<file path="src/swfn_pkg.sv">
// Shared constants and types for the sliding-window first-negative block.
`timescale 1ns / 1ps

package swfn_pkg;

    // Default sizes handed to the top level parameters.
    localparam int WINDOW_MAX_DEF  = 64;
    localparam int SAMPLE_BITS_DEF = 16;

    // Configuration register layout.
    localparam int CFG_WIDTH  = 7;
    localparam int APB_DATA_W = 32;
    localparam int APB_ADDR_W = 3;

    localparam logic [APB_ADDR_W-1:0] ADDR_WINDOW_SIZE  = 3'd0;
    localparam logic [CFG_WIDTH-1:0]  WINDOW_SIZE_RESET = 7'd1;

    // Status of the working stage, seen by the top level checks.
    typedef struct packed {
        logic stage_valid;
        logic stage_go;
    } swfn_stat_t;

endpackage

</file>
<file path="src/sliding_window_first_negative_top.sv">
// A sample beat is first captured in the working stage; its result is then registered in the output register.
// Throughput: one sample beat per cycle; the RAM read-modify-write stage sets the pace.
// A beat is held in the stage only while the output register is full and not taken.
// Reset clears the pointers, counters and stage; window_size returns to 1; no RAM sweep.
// Top level of the sliding-window first-negative block.
`timescale 1ns / 1ps

module sliding_window_first_negative_top #(
    parameter int WINDOW_MAX  = swfn_pkg::WINDOW_MAX_DEF,
    parameter int SAMPLE_BITS = swfn_pkg::SAMPLE_BITS_DEF
) (
    input  logic                            clk,
    input  logic                            rst_n,
    input  logic                            psel,
    input  logic                            penable,
    input  logic                            pwrite,
    input  logic [swfn_pkg::APB_ADDR_W-1:0] paddr,
    input  logic [swfn_pkg::APB_DATA_W-1:0] pwdata,
    output logic [swfn_pkg::APB_DATA_W-1:0] prdata,
    output logic                            pready,
    input  logic                            in_valid,
    output logic                            in_ready,
    input  logic signed [SAMPLE_BITS-1:0]   sample,
    input  logic                            last_sample,
    output logic                            out_valid,
    input  logic                            out_ready,
    output logic signed [SAMPLE_BITS-1:0]   first_negative,
    output logic                            found
);

    import swfn_pkg::*;

    logic [CFG_WIDTH-1:0] window_size;
    swfn_stat_t           stat;

    // Configuration register.
    swfn_cfg u_cfg (
        .clk         (clk),
        .rst_n       (rst_n),
        .psel        (psel),
        .penable     (penable),
        .pwrite      (pwrite),
        .paddr       (paddr),
        .pwdata      (pwdata),
        .prdata      (prdata),
        .pready      (pready),
        .window_size (window_size)
    );

    // Datapath with the delay line and negative-sample FIFO.
    swfn_core #(
        .WINDOW_MAX  (WINDOW_MAX),
        .SAMPLE_BITS (SAMPLE_BITS)
    ) u_core (
        .clk            (clk),
        .rst_n          (rst_n),
        .window_size    (window_size),
        .in_valid       (in_valid),
        .in_ready       (in_ready),
        .sample         (sample),
        .last_sample    (last_sample),
        .out_valid      (out_valid),
        .out_ready      (out_ready),
        .first_negative (first_negative),
        .found          (found),
        .stat           (stat)
    );

    // An accepted beat occupies the working stage on the next cycle.
    assert property (@(posedge clk) disable iff (!rst_n)
        (in_valid && in_ready) |=> stat.stage_valid)
        else $error("accepted beat did not enter the stage");

    // A stalled stage must block new beats.
    assert property (@(posedge clk) disable iff (!rst_n)
        (stat.stage_valid && !stat.stage_go) |-> !in_ready)
        else $error("new beat taken while the stage is stalled");

    // A found result is negative; a not-found result is zero.
    assert property (@(posedge clk) disable iff (!rst_n)
        out_valid |-> ((found && first_negative[SAMPLE_BITS-1]) ||
                       (!found && (first_negative == '0))))
        else $error("result value does not match its found flag");

endmodule

</file>
<file path="src/swfn_ram.sv">
// Simple dual-port synchronous RAM with one write port and a registered read port.
`timescale 1ns / 1ps

module swfn_ram #(
    parameter int DEPTH = 64,
    parameter int WIDTH = 16,
    parameter int AW    = 6
) (
    input  logic             clk,
    input  logic             we,
    input  logic [AW-1:0]    waddr,
    input  logic [WIDTH-1:0] wdata,
    input  logic             re,
    input  logic [AW-1:0]    raddr,
    output logic [WIDTH-1:0] rdata
);

    logic [WIDTH-1:0] mem [DEPTH];
    logic [WIDTH-1:0] rdata_reg;

    // Write and read ports; a read at the written address returns the old word.
    always_ff @(posedge clk)
    begin
        if (we)
        begin
            mem[waddr] <= wdata;
        end
        if (re)
        begin
            rdata_reg <= mem[raddr];
        end
    end

    assign rdata = rdata_reg;

endmodule

</file>
<file path="src/swfn_cfg.sv">
// APB-style configuration register holding the window size.
`timescale 1ns / 1ps

module swfn_cfg (
    input  logic                            clk,
    input  logic                            rst_n,
    input  logic                            psel,
    input  logic                            penable,
    input  logic                            pwrite,
    input  logic [swfn_pkg::APB_ADDR_W-1:0] paddr,
    input  logic [swfn_pkg::APB_DATA_W-1:0] pwdata,
    output logic [swfn_pkg::APB_DATA_W-1:0] prdata,
    output logic                            pready,
    output logic [swfn_pkg::CFG_WIDTH-1:0]  window_size
);

    import swfn_pkg::*;

    logic                 hit;
    logic                 wr_en;
    logic [CFG_WIDTH-1:0] window_size_reg;
    logic [CFG_WIDTH-1:0] window_size_next;

    // Address decode and write strobe in the access phase.
    assign hit    = (paddr == ADDR_WINDOW_SIZE);
    assign wr_en  = psel && penable && pwrite && hit;
    assign pready = 1'b1;

    always_comb
    begin
        window_size_next = window_size_reg;
        if (wr_en)
        begin
            window_size_next = pwdata[CFG_WIDTH-1:0];
        end
    end

    always_ff @(posedge clk or negedge rst_n)
    begin
        if (!rst_n)
        begin
            window_size_reg <= WINDOW_SIZE_RESET;
        end
        else
        begin
            window_size_reg <= window_size_next;
        end
    end

    // Read back the register, zero-extended.
    assign prdata      = hit ? APB_DATA_W'(window_size_reg) : '0;
    assign window_size = window_size_reg;

endmodule

</file>
<file path="src/swfn_core.sv">
// Delay line and negative-sample FIFO held in RAMs, with a read-modify-write stage.
`timescale 1ns / 1ps

module swfn_core #(
    parameter int WINDOW_MAX  = swfn_pkg::WINDOW_MAX_DEF,
    parameter int SAMPLE_BITS = swfn_pkg::SAMPLE_BITS_DEF
) (
    input  logic                           clk,
    input  logic                           rst_n,
    input  logic [swfn_pkg::CFG_WIDTH-1:0] window_size,
    input  logic                           in_valid,
    output logic                           in_ready,
    input  logic signed [SAMPLE_BITS-1:0]  sample,
    input  logic                           last_sample,
    output logic                           out_valid,
    input  logic                           out_ready,
    output logic signed [SAMPLE_BITS-1:0]  first_negative,
    output logic                           found,
    output swfn_pkg::swfn_stat_t           stat
);

    import swfn_pkg::*;

    localparam int AW = $clog2(WINDOW_MAX);
    localparam int KW = $clog2(WINDOW_MAX + 1);
    localparam int CW = (KW > CFG_WIDTH) ? KW : CFG_WIDTH;

    localparam logic [AW-1:0] PTR_LAST = AW'(WINDOW_MAX - 1);
    localparam logic [KW-1:0] K_MAX    = KW'(WINDOW_MAX);
    localparam logic [KW:0]   K_MAX_X  = (KW + 1)'(WINDOW_MAX);

    function automatic logic [AW-1:0] ptr_inc(input logic [AW-1:0] p);
        ptr_inc = (p == PTR_LAST) ? '0 : p + AW'(1);
    endfunction

    // Architectural state.
    logic [AW-1:0] wp_reg, wp_next;
    logic [KW-1:0] seq_count_reg, seq_count_next;
    logic [KW-1:0] fill_reg, fill_next;
    logic [AW-1:0] head_reg, head_next;
    logic [AW-1:0] tail_reg, tail_next;
    logic [KW-1:0] cnt_reg, cnt_next;

    // Working stage: the item whose RAM reads are in flight.
    logic                   st_valid_reg, st_valid_next;
    logic [SAMPLE_BITS-1:0] st_sample_reg;
    logic                   st_last_reg;
    logic                   st_win_ok_reg;
    logic                   st_win_fwd_reg;
    logic                   st_win_fwd_neg_reg;
    logic                   st_fifo_fwd_reg;
    logic [SAMPLE_BITS-1:0] st_fifo_fwd_data_reg;

    // Output register.
    logic                   out_valid_reg, out_valid_next;
    logic [SAMPLE_BITS-1:0] out_data_reg;
    logic                   out_found_reg;

    logic [CW-1:0]          ws_ext;
    logic [CW-1:0]          k_sel;
    logic [KW-1:0]          k;
    logic [KW-1:0]          km1;
    logic                   k_one;
    logic                   st_res;
    logic                   out_free;
    logic                   st_go;
    logic                   accept;
    logic                   s_neg;
    logic                   push;
    logic                   pop;
    logic [KW-1:0]          cnt_push;
    logic                   found_now;
    logic [SAMPLE_BITS-1:0] head_data;
    logic                   oldest_neg;
    logic [KW:0]            old_sum;
    logic [KW:0]            old_adj;
    logic [AW-1:0]          rd_win_addr;
    logic                   rd_win_ok;
    logic                   rd_win_fwd;
    logic                   rd_fifo_fwd;
    logic [SAMPLE_BITS-1:0] win_rdata;
    logic [SAMPLE_BITS-1:0] fifo_rdata;

    // Effective window size: zero counts as one, large values saturate.
    assign ws_ext = CW'(window_size);
    assign k_sel  = (ws_ext == '0) ? CW'(1) :
                    (ws_ext > CW'(WINDOW_MAX)) ? CW'(WINDOW_MAX) : ws_ext;
    assign k      = KW'(k_sel);
    assign km1    = k - KW'(1);
    assign k_one  = (k == KW'(1));

    // Stage handshake: an item that gives a result needs a free output register.
    assign st_res   = (fill_reg >= km1);
    assign out_free = !out_valid_reg || out_ready;
    assign st_go    = st_valid_reg && (!st_res || out_free);
    assign in_ready = !st_valid_reg || st_go;
    assign accept   = in_valid && in_ready;

    // FIFO push and head value, with the new sample standing in when the FIFO was empty.
    assign s_neg     = st_sample_reg[SAMPLE_BITS-1];
    assign push      = st_go && s_neg && (cnt_reg != K_MAX);
    assign cnt_push  = cnt_reg + KW'(push);
    assign found_now = (cnt_push != '0);
    assign head_data = (cnt_reg == '0) ? st_sample_reg :
                       (st_fifo_fwd_reg ? st_fifo_fwd_data_reg : fifo_rdata);

    // Sign of the sample leaving the window; unwritten slots read as zero.
    assign oldest_neg = k_one ? s_neg :
                        (st_win_ok_reg &&
                         (st_win_fwd_reg ? st_win_fwd_neg_reg : win_rdata[SAMPLE_BITS-1]));
    assign pop        = st_go && st_res && oldest_neg && found_now;

    // State update for the item in the stage; the last sample clears everything.
    always_comb
    begin
        wp_next        = wp_reg;
        seq_count_next = seq_count_reg;
        fill_next      = fill_reg;
        head_next      = head_reg;
        tail_next      = tail_reg;
        cnt_next       = cnt_reg;
        if (st_go)
        begin
            wp_next        = ptr_inc(wp_reg);
            seq_count_next = (seq_count_reg == K_MAX) ? seq_count_reg
                                                      : seq_count_reg + KW'(1);
            fill_next      = st_res ? fill_reg : fill_reg + KW'(1);
            tail_next      = push ? ptr_inc(tail_reg) : tail_reg;
            head_next      = pop ? ptr_inc(head_reg) : head_reg;
            cnt_next       = cnt_push - KW'(pop);
            if (st_last_reg)
            begin
                wp_next        = '0;
                seq_count_next = '0;
                fill_next      = '0;
                head_next      = '0;
                tail_next      = '0;
                cnt_next       = '0;
            end
        end
    end

    // Read addresses for the incoming beat, taken from the updated state.
    assign old_sum     = {1'b0, KW'(wp_next)} + K_MAX_X - {1'b0, km1};
    assign old_adj     = (old_sum >= K_MAX_X) ? old_sum - K_MAX_X : old_sum;
    assign rd_win_addr = AW'(old_adj);
    assign rd_win_ok   = (KW'(rd_win_addr) < seq_count_next);
    assign rd_win_fwd  = st_go && (rd_win_addr == wp_reg);
    assign rd_fifo_fwd = push && (head_next == tail_reg);

    // Stage occupancy and output register control.
    always_comb
    begin
        st_valid_next = st_valid_reg;
        if (accept)
        begin
            st_valid_next = 1'b1;
        end
        else if (st_go)
        begin
            st_valid_next = 1'b0;
        end

        out_valid_next = out_valid_reg;
        if (st_go && st_res)
        begin
            out_valid_next = 1'b1;
        end
        else if (out_ready)
        begin
            out_valid_next = 1'b0;
        end
    end

    always_ff @(posedge clk or negedge rst_n)
    begin
        if (!rst_n)
        begin
            wp_reg        <= '0;
            seq_count_reg <= '0;
            fill_reg      <= '0;
            head_reg      <= '0;
            tail_reg      <= '0;
            cnt_reg       <= '0;
            st_valid_reg  <= 1'b0;
            out_valid_reg <= 1'b0;
        end
        else
        begin
            wp_reg        <= wp_next;
            seq_count_reg <= seq_count_next;
            fill_reg      <= fill_next;
            head_reg      <= head_next;
            tail_reg      <= tail_next;
            cnt_reg       <= cnt_next;
            st_valid_reg  <= st_valid_next;
            out_valid_reg <= out_valid_next;
        end
    end

    // Stage payload and forwarding flags, captured with the beat.
    always_ff @(posedge clk)
    begin
        if (accept)
        begin
            st_sample_reg        <= sample;
            st_last_reg          <= last_sample;
            st_win_ok_reg        <= rd_win_ok;
            st_win_fwd_reg       <= rd_win_fwd;
            st_win_fwd_neg_reg   <= s_neg;
            st_fifo_fwd_reg      <= rd_fifo_fwd;
            st_fifo_fwd_data_reg <= st_sample_reg;
        end
        if (st_go && st_res)
        begin
            out_data_reg  <= found_now ? head_data : '0;
            out_found_reg <= found_now;
        end
    end

    // Delay line of recent samples.
    swfn_ram #(
        .DEPTH (WINDOW_MAX),
        .WIDTH (SAMPLE_BITS),
        .AW    (AW)
    ) u_window_ram (
        .clk   (clk),
        .we    (st_go),
        .waddr (wp_reg),
        .wdata (st_sample_reg),
        .re    (accept),
        .raddr (rd_win_addr),
        .rdata (win_rdata)
    );

    // Negative samples still inside the window, oldest at the head.
    swfn_ram #(
        .DEPTH (WINDOW_MAX),
        .WIDTH (SAMPLE_BITS),
        .AW    (AW)
    ) u_fifo_ram (
        .clk   (clk),
        .we    (push),
        .waddr (tail_reg),
        .wdata (st_sample_reg),
        .re    (accept),
        .raddr (head_next),
        .rdata (fifo_rdata)
    );

    assign out_valid        = out_valid_reg;
    assign first_negative   = out_data_reg;
    assign found            = out_found_reg;
    assign stat.stage_valid = st_valid_reg;
    assign stat.stage_go    = st_go;

endmodule

</file>
<file path="config.mk">
export PLATFORM = sky130hd
export DESIGN_NAME = sliding_window_first_negative_top
export DESIGN_NICKNAME = d
export VERILOG_FILES = /design/src/swfn_pkg.sv /design/src/sliding_window_first_negative_top.sv /design/src/swfn_ram.sv /design/src/swfn_cfg.sv /design/src/swfn_core.sv
export SDC_FILE = /design/constraint.sdc
export NUM_CORES = 2
export LEC_CHECK = 0
export ABC_CLOCK_PERIOD_IN_PS = 9500
export BUFFER_PORTS_ARGS = -buffer_cell sky130_fd_sc_hd__clkbuf_2
export CORE_AREA = 5 5 332 334
export DETAILED_ROUTE_END_ITERATION = 10
export DIE_AREA = 0 0 337 339
export GPL_ROUTABILITY_DRIVEN = 0
export GPL_TIMING_DRIVEN = 0
export SLEW_MARGIN = 20
export SYNTH_ARGS = -nofsm -noshare
export SYNTH_HDL_FRONTEND = slang
export SYNTH_SLANG_ARGS = --single-unit
</file>
<file path="constraint.sdc">
create_clock -name clk -period 9.5 [get_ports clk]
set_input_delay 0.95 -clock clk [delete_from_list [all_inputs] [get_ports clk]]
set_output_delay 0.95 -clock clk [all_outputs]
set_load 0.01 [all_outputs]
</file>
==> summary.md <==
| Metric | Value |
|---|---|
| Initial antenna violation count | 1 |
| Vias/cell | 6.07 |
| Wirelength, routed | around 150 mm |
| Met3 Use GR | 0.0538 |
| Slowest cell on crit path | nand3_1 |
| Final setup margin | 0.380 ns |
| R2r startpoint | u_cfg.window_size[3] |
| Register area share after synthesis | 0.722 |
| Largest regs | u_core.u_fifo_ram.mem (1024), u_core.u_window_ram.mem (64) |
| Core area | around 110000 um^2 |
| Final Util | 0.542 |
| Distinct cells, synth | between 80 and 90 |
| # DRC | 0 |
| Final Setup Violations | 0 |
| Port Buffer Count | 59 |
| Asr flop ratio synth | 0.0398 |
| ANT cells | 0 |
| RSZ-0062 raised after global routing | false |
| Die width | between 300 and 400 um |
| Arrival time worst endpoint | about 9.7 ns |
| Main flop type after synthesis | edfxtp_1 |
| 1st-iter DRT viols | roughly 4100 |
| Postcts setup bufs | 0 |
| Syn Inst Count | approximately 3400 |
| CTS tree | built |
| Leakage | 20.0 nW |
| CP peak stage delay | ~0.71 ns |
| FILL cells | ~8600 |
| Synth-to-layout area growth | 15.8% |
| Upper clock frequency limit | between 100 and 150 MHz |
| Register Area | between 30000 and 40000 um^2 |
| Core Rows | 120 |
| Gr usage total | 0.254 |
| Synth warn | 0 |
| Critical Path End Type | flip-flop |
| Max FFs per register | a little over 1000 |
| Vias in the first global route | between 30000 and 40000 |
| Layout cells sized above 1 | 0.170 |
| PD cells | between 200 and 250 nW/um^2 |
| Final period util | 0.960 |
| #FFs+latches synth | ~1200 |
| Worst Setup SP | u_cfg.window_size[3] |
| Fin. Hold Viols | 0 |
| Clock Pin Slew Worst Setup and Hold Paths | 0.06 ns |
| Total power | 11.8 mW |
| Most frequent cells in the layout | edfxtp_1, nand2_1, clkbuf_1, mux2i_1, nand3_1 |
| Setup Skew | about 0.025 ns |
| Placement-stage worst setup slack | about 0.030 ns |
| Worst slew pin tran | 1.28 ns |
| GR Layer Usage met2 | 0.397 |
| Post-synth EDFFs | 1158 |
| CP Max Fanout | 10 |
| Clk sink count | 1206 |
| Most common cell after layout, fill and taps aside | edfxtp_1 |
| Critical Path Source Type | flip-flop |
| Avg WL per Cell | roughly 29 um |
| Crit path top cell by count | ha_1 |
| Final Max Slew Viols | 0 |
| Met1 GRT Util | 0.354 |
| Status | completed |
| Worst-skew pair later-pin latency | a little over 0.7 ns |
| Cts bufs inserted | 121 |
| VDD IR max | 0.198 mV |
| Max_cap viols | 0 |
| Area of the multi-input gates | 12800 um^2 |
| Nets | approximately 3800 |
| GR peak layer | met2 |
| Hold crit path type | primary input to asynchronous set/reset pin |
| First-pass GRT wire length | roughly 210 mm |
| Type of the worst setup path | flip-flop to flip-flop |
| Synthesized cell area | about 50000 um^2 |
| Clock Path Buffers | 3 |
| H-tree levels | 3 |
| Pre-antenna DRT Iters | 5 |
| Syn Area/Cell | about 15 um^2 |
| Die ar. | about 110000 um^2 |
| Via Count | 31400 |
| Remaining antenna violation count | 0 |
| Biggest register | u_core.u_fifo_ram.mem |
| Root Driver | clkbuf_16 |
| Io pins | around 110 |
| Overflow after GRT | 0 |
| Crit path time final | 9.12 ns |
| Starting Density | 0.468 |
| Largest net degree at the start of global routing | 49 |
| Normalized max-slew margin | 0.143 |
| Critical Path RT | ~10 ns |
| Die Y | approximately 340 um |
| Post-detail-place hpwl | ~110 mm |
==> worst max-delay path, delay by kind of cell (launching register included) <==
family / cells / cell delay (ns)
buffers and inverters: 4 / 1.28
adders and majority gates: 5 / 1.50
AOI/OAI and AO/OA: 10 / 3.28
and+or+nand+nor: 7 / 2.14
DFF: 1 / 0.43
xor gates and xnor gates: 1 / 0.31
==> worst paths after layout <==
check / end / slack (ns) / cells past startpoint
worst max-delay path: u_core.u_fifo_ram.rdata[6] / 0.38 / 27
min in group clk: u_core.st_last_reg / 0.41 / 1
worst min-delay path: u_core.st_valid_reg / 0.32 / 1
worst max register to register: u_core.u_fifo_ram.rdata[6] / 0.38 / 27
max in group asynchronous: u_core.tail_reg[5] / 8.70 / 1
worst min register to register: u_core.cnt_reg[0] / 0.52 / 2
==> stage by stage <==
stage / area, um^2 / hold WS (ns) / TNS (ns) / instances
after floorplan: 49900 / 0.478 / 0 / 3374
after global placement: 52000 / 0.504 / -15.22 / 4836
after detailed placement: 53900 / 0.503 / 0 / 4946
after CTS: 57700 / 0.311 / 0 / 5170
after global routing: 57700 / 0.365 / 0 / 5170
final: 57700 / 0.321 / 0 / 5170
==> logic make-up (layout without fill, tap and decap cells) <==
| logic type | Yosys count | in the layout | synth area share |
|---|---|---|---|
| DFF | 1206 | 1206 | 0.722 |
| and+or+nand+nor | 922 | 922 | 0.0830 |
| AOI/OAI and AO/OA | 638 | 638 | 0.0989 |
| buffers and inverters | 296 | 689 | 0.0277 |
| muxes | 226 | 226 | 0.0555 |
| adders and majority gates | 30 | 30 | 0.00763 |
| xor gates and xnor gates | 30 | 30 | 0.00565 |
| other | 2 | 26 | 0.000151 |
==> per-layer routing <==
| metal | up-vias | share of wire |
|---|---|---|
| met2 | 1508 | 0.46 |
| met4 | 2 | 0.038 |
| met1 | 15800 | 0.41 |
| met5 | - | 0.000088 |
| met3 | 255 | 0.091 |
| li1 | 13800 | - |
==> cell usage after synthesis, types with 63 or more instances <==
| cell | n | area [um^2] |
|---|---|---|
| edfxtp_1 | 1158 | 34800 |
| nand2_1 | 420 | 1580 |
| nor2_1 | 179 | 672 |
| mux2i_1 | 149 | 1490 |
| nand3_1 | 135 | 676 |
| clkbuf_1 | 132 | 495 |
| a31oi_1 | 81 | 507 |
| and3_1 | 72 | 450 |
| a211oi_1 | 67 | 503 |
| o21ai_0 | 67 | 335 |
| buf_2 | 64 | 320 |
| a21oi_1 | 63 | 315 |
==> area by class of cell <==
cell class                      instances  area share
Tap cell                             1403      0.0304
Timing Repair Buffer                  169      0.0345
Clock inverter                         71      0.0116
Inverter                               32     0.00208
Buffer                                264      0.0220
Clock buffer                          153      0.0545
Multi-Input combinational cell       1872       0.222
Sequential cell                      1206       0.623
==> power by group <==
| group | total (mW) | switching [mW] | leakage (nW) | internal [mW] |
|---|---|---|---|---|
| Combinational | 1.09 | 0.698 | 7.00 | 0.397 |
| Clock | 4.65 | 2.02 | 1.86 | 2.64 |
| Sequential | 6.01 | 0.0538 | 11.1 | 5.96 |
| Total | 11.8 | 2.77 | 20.0 | 8.99 |
==> timing repair <==
item                       4_1_cts  5_1_grt
hold buffers                     0        0
resized for setup                1       16
setup endpoints to repair        1       15
Power figures use the tool's default switching activity.
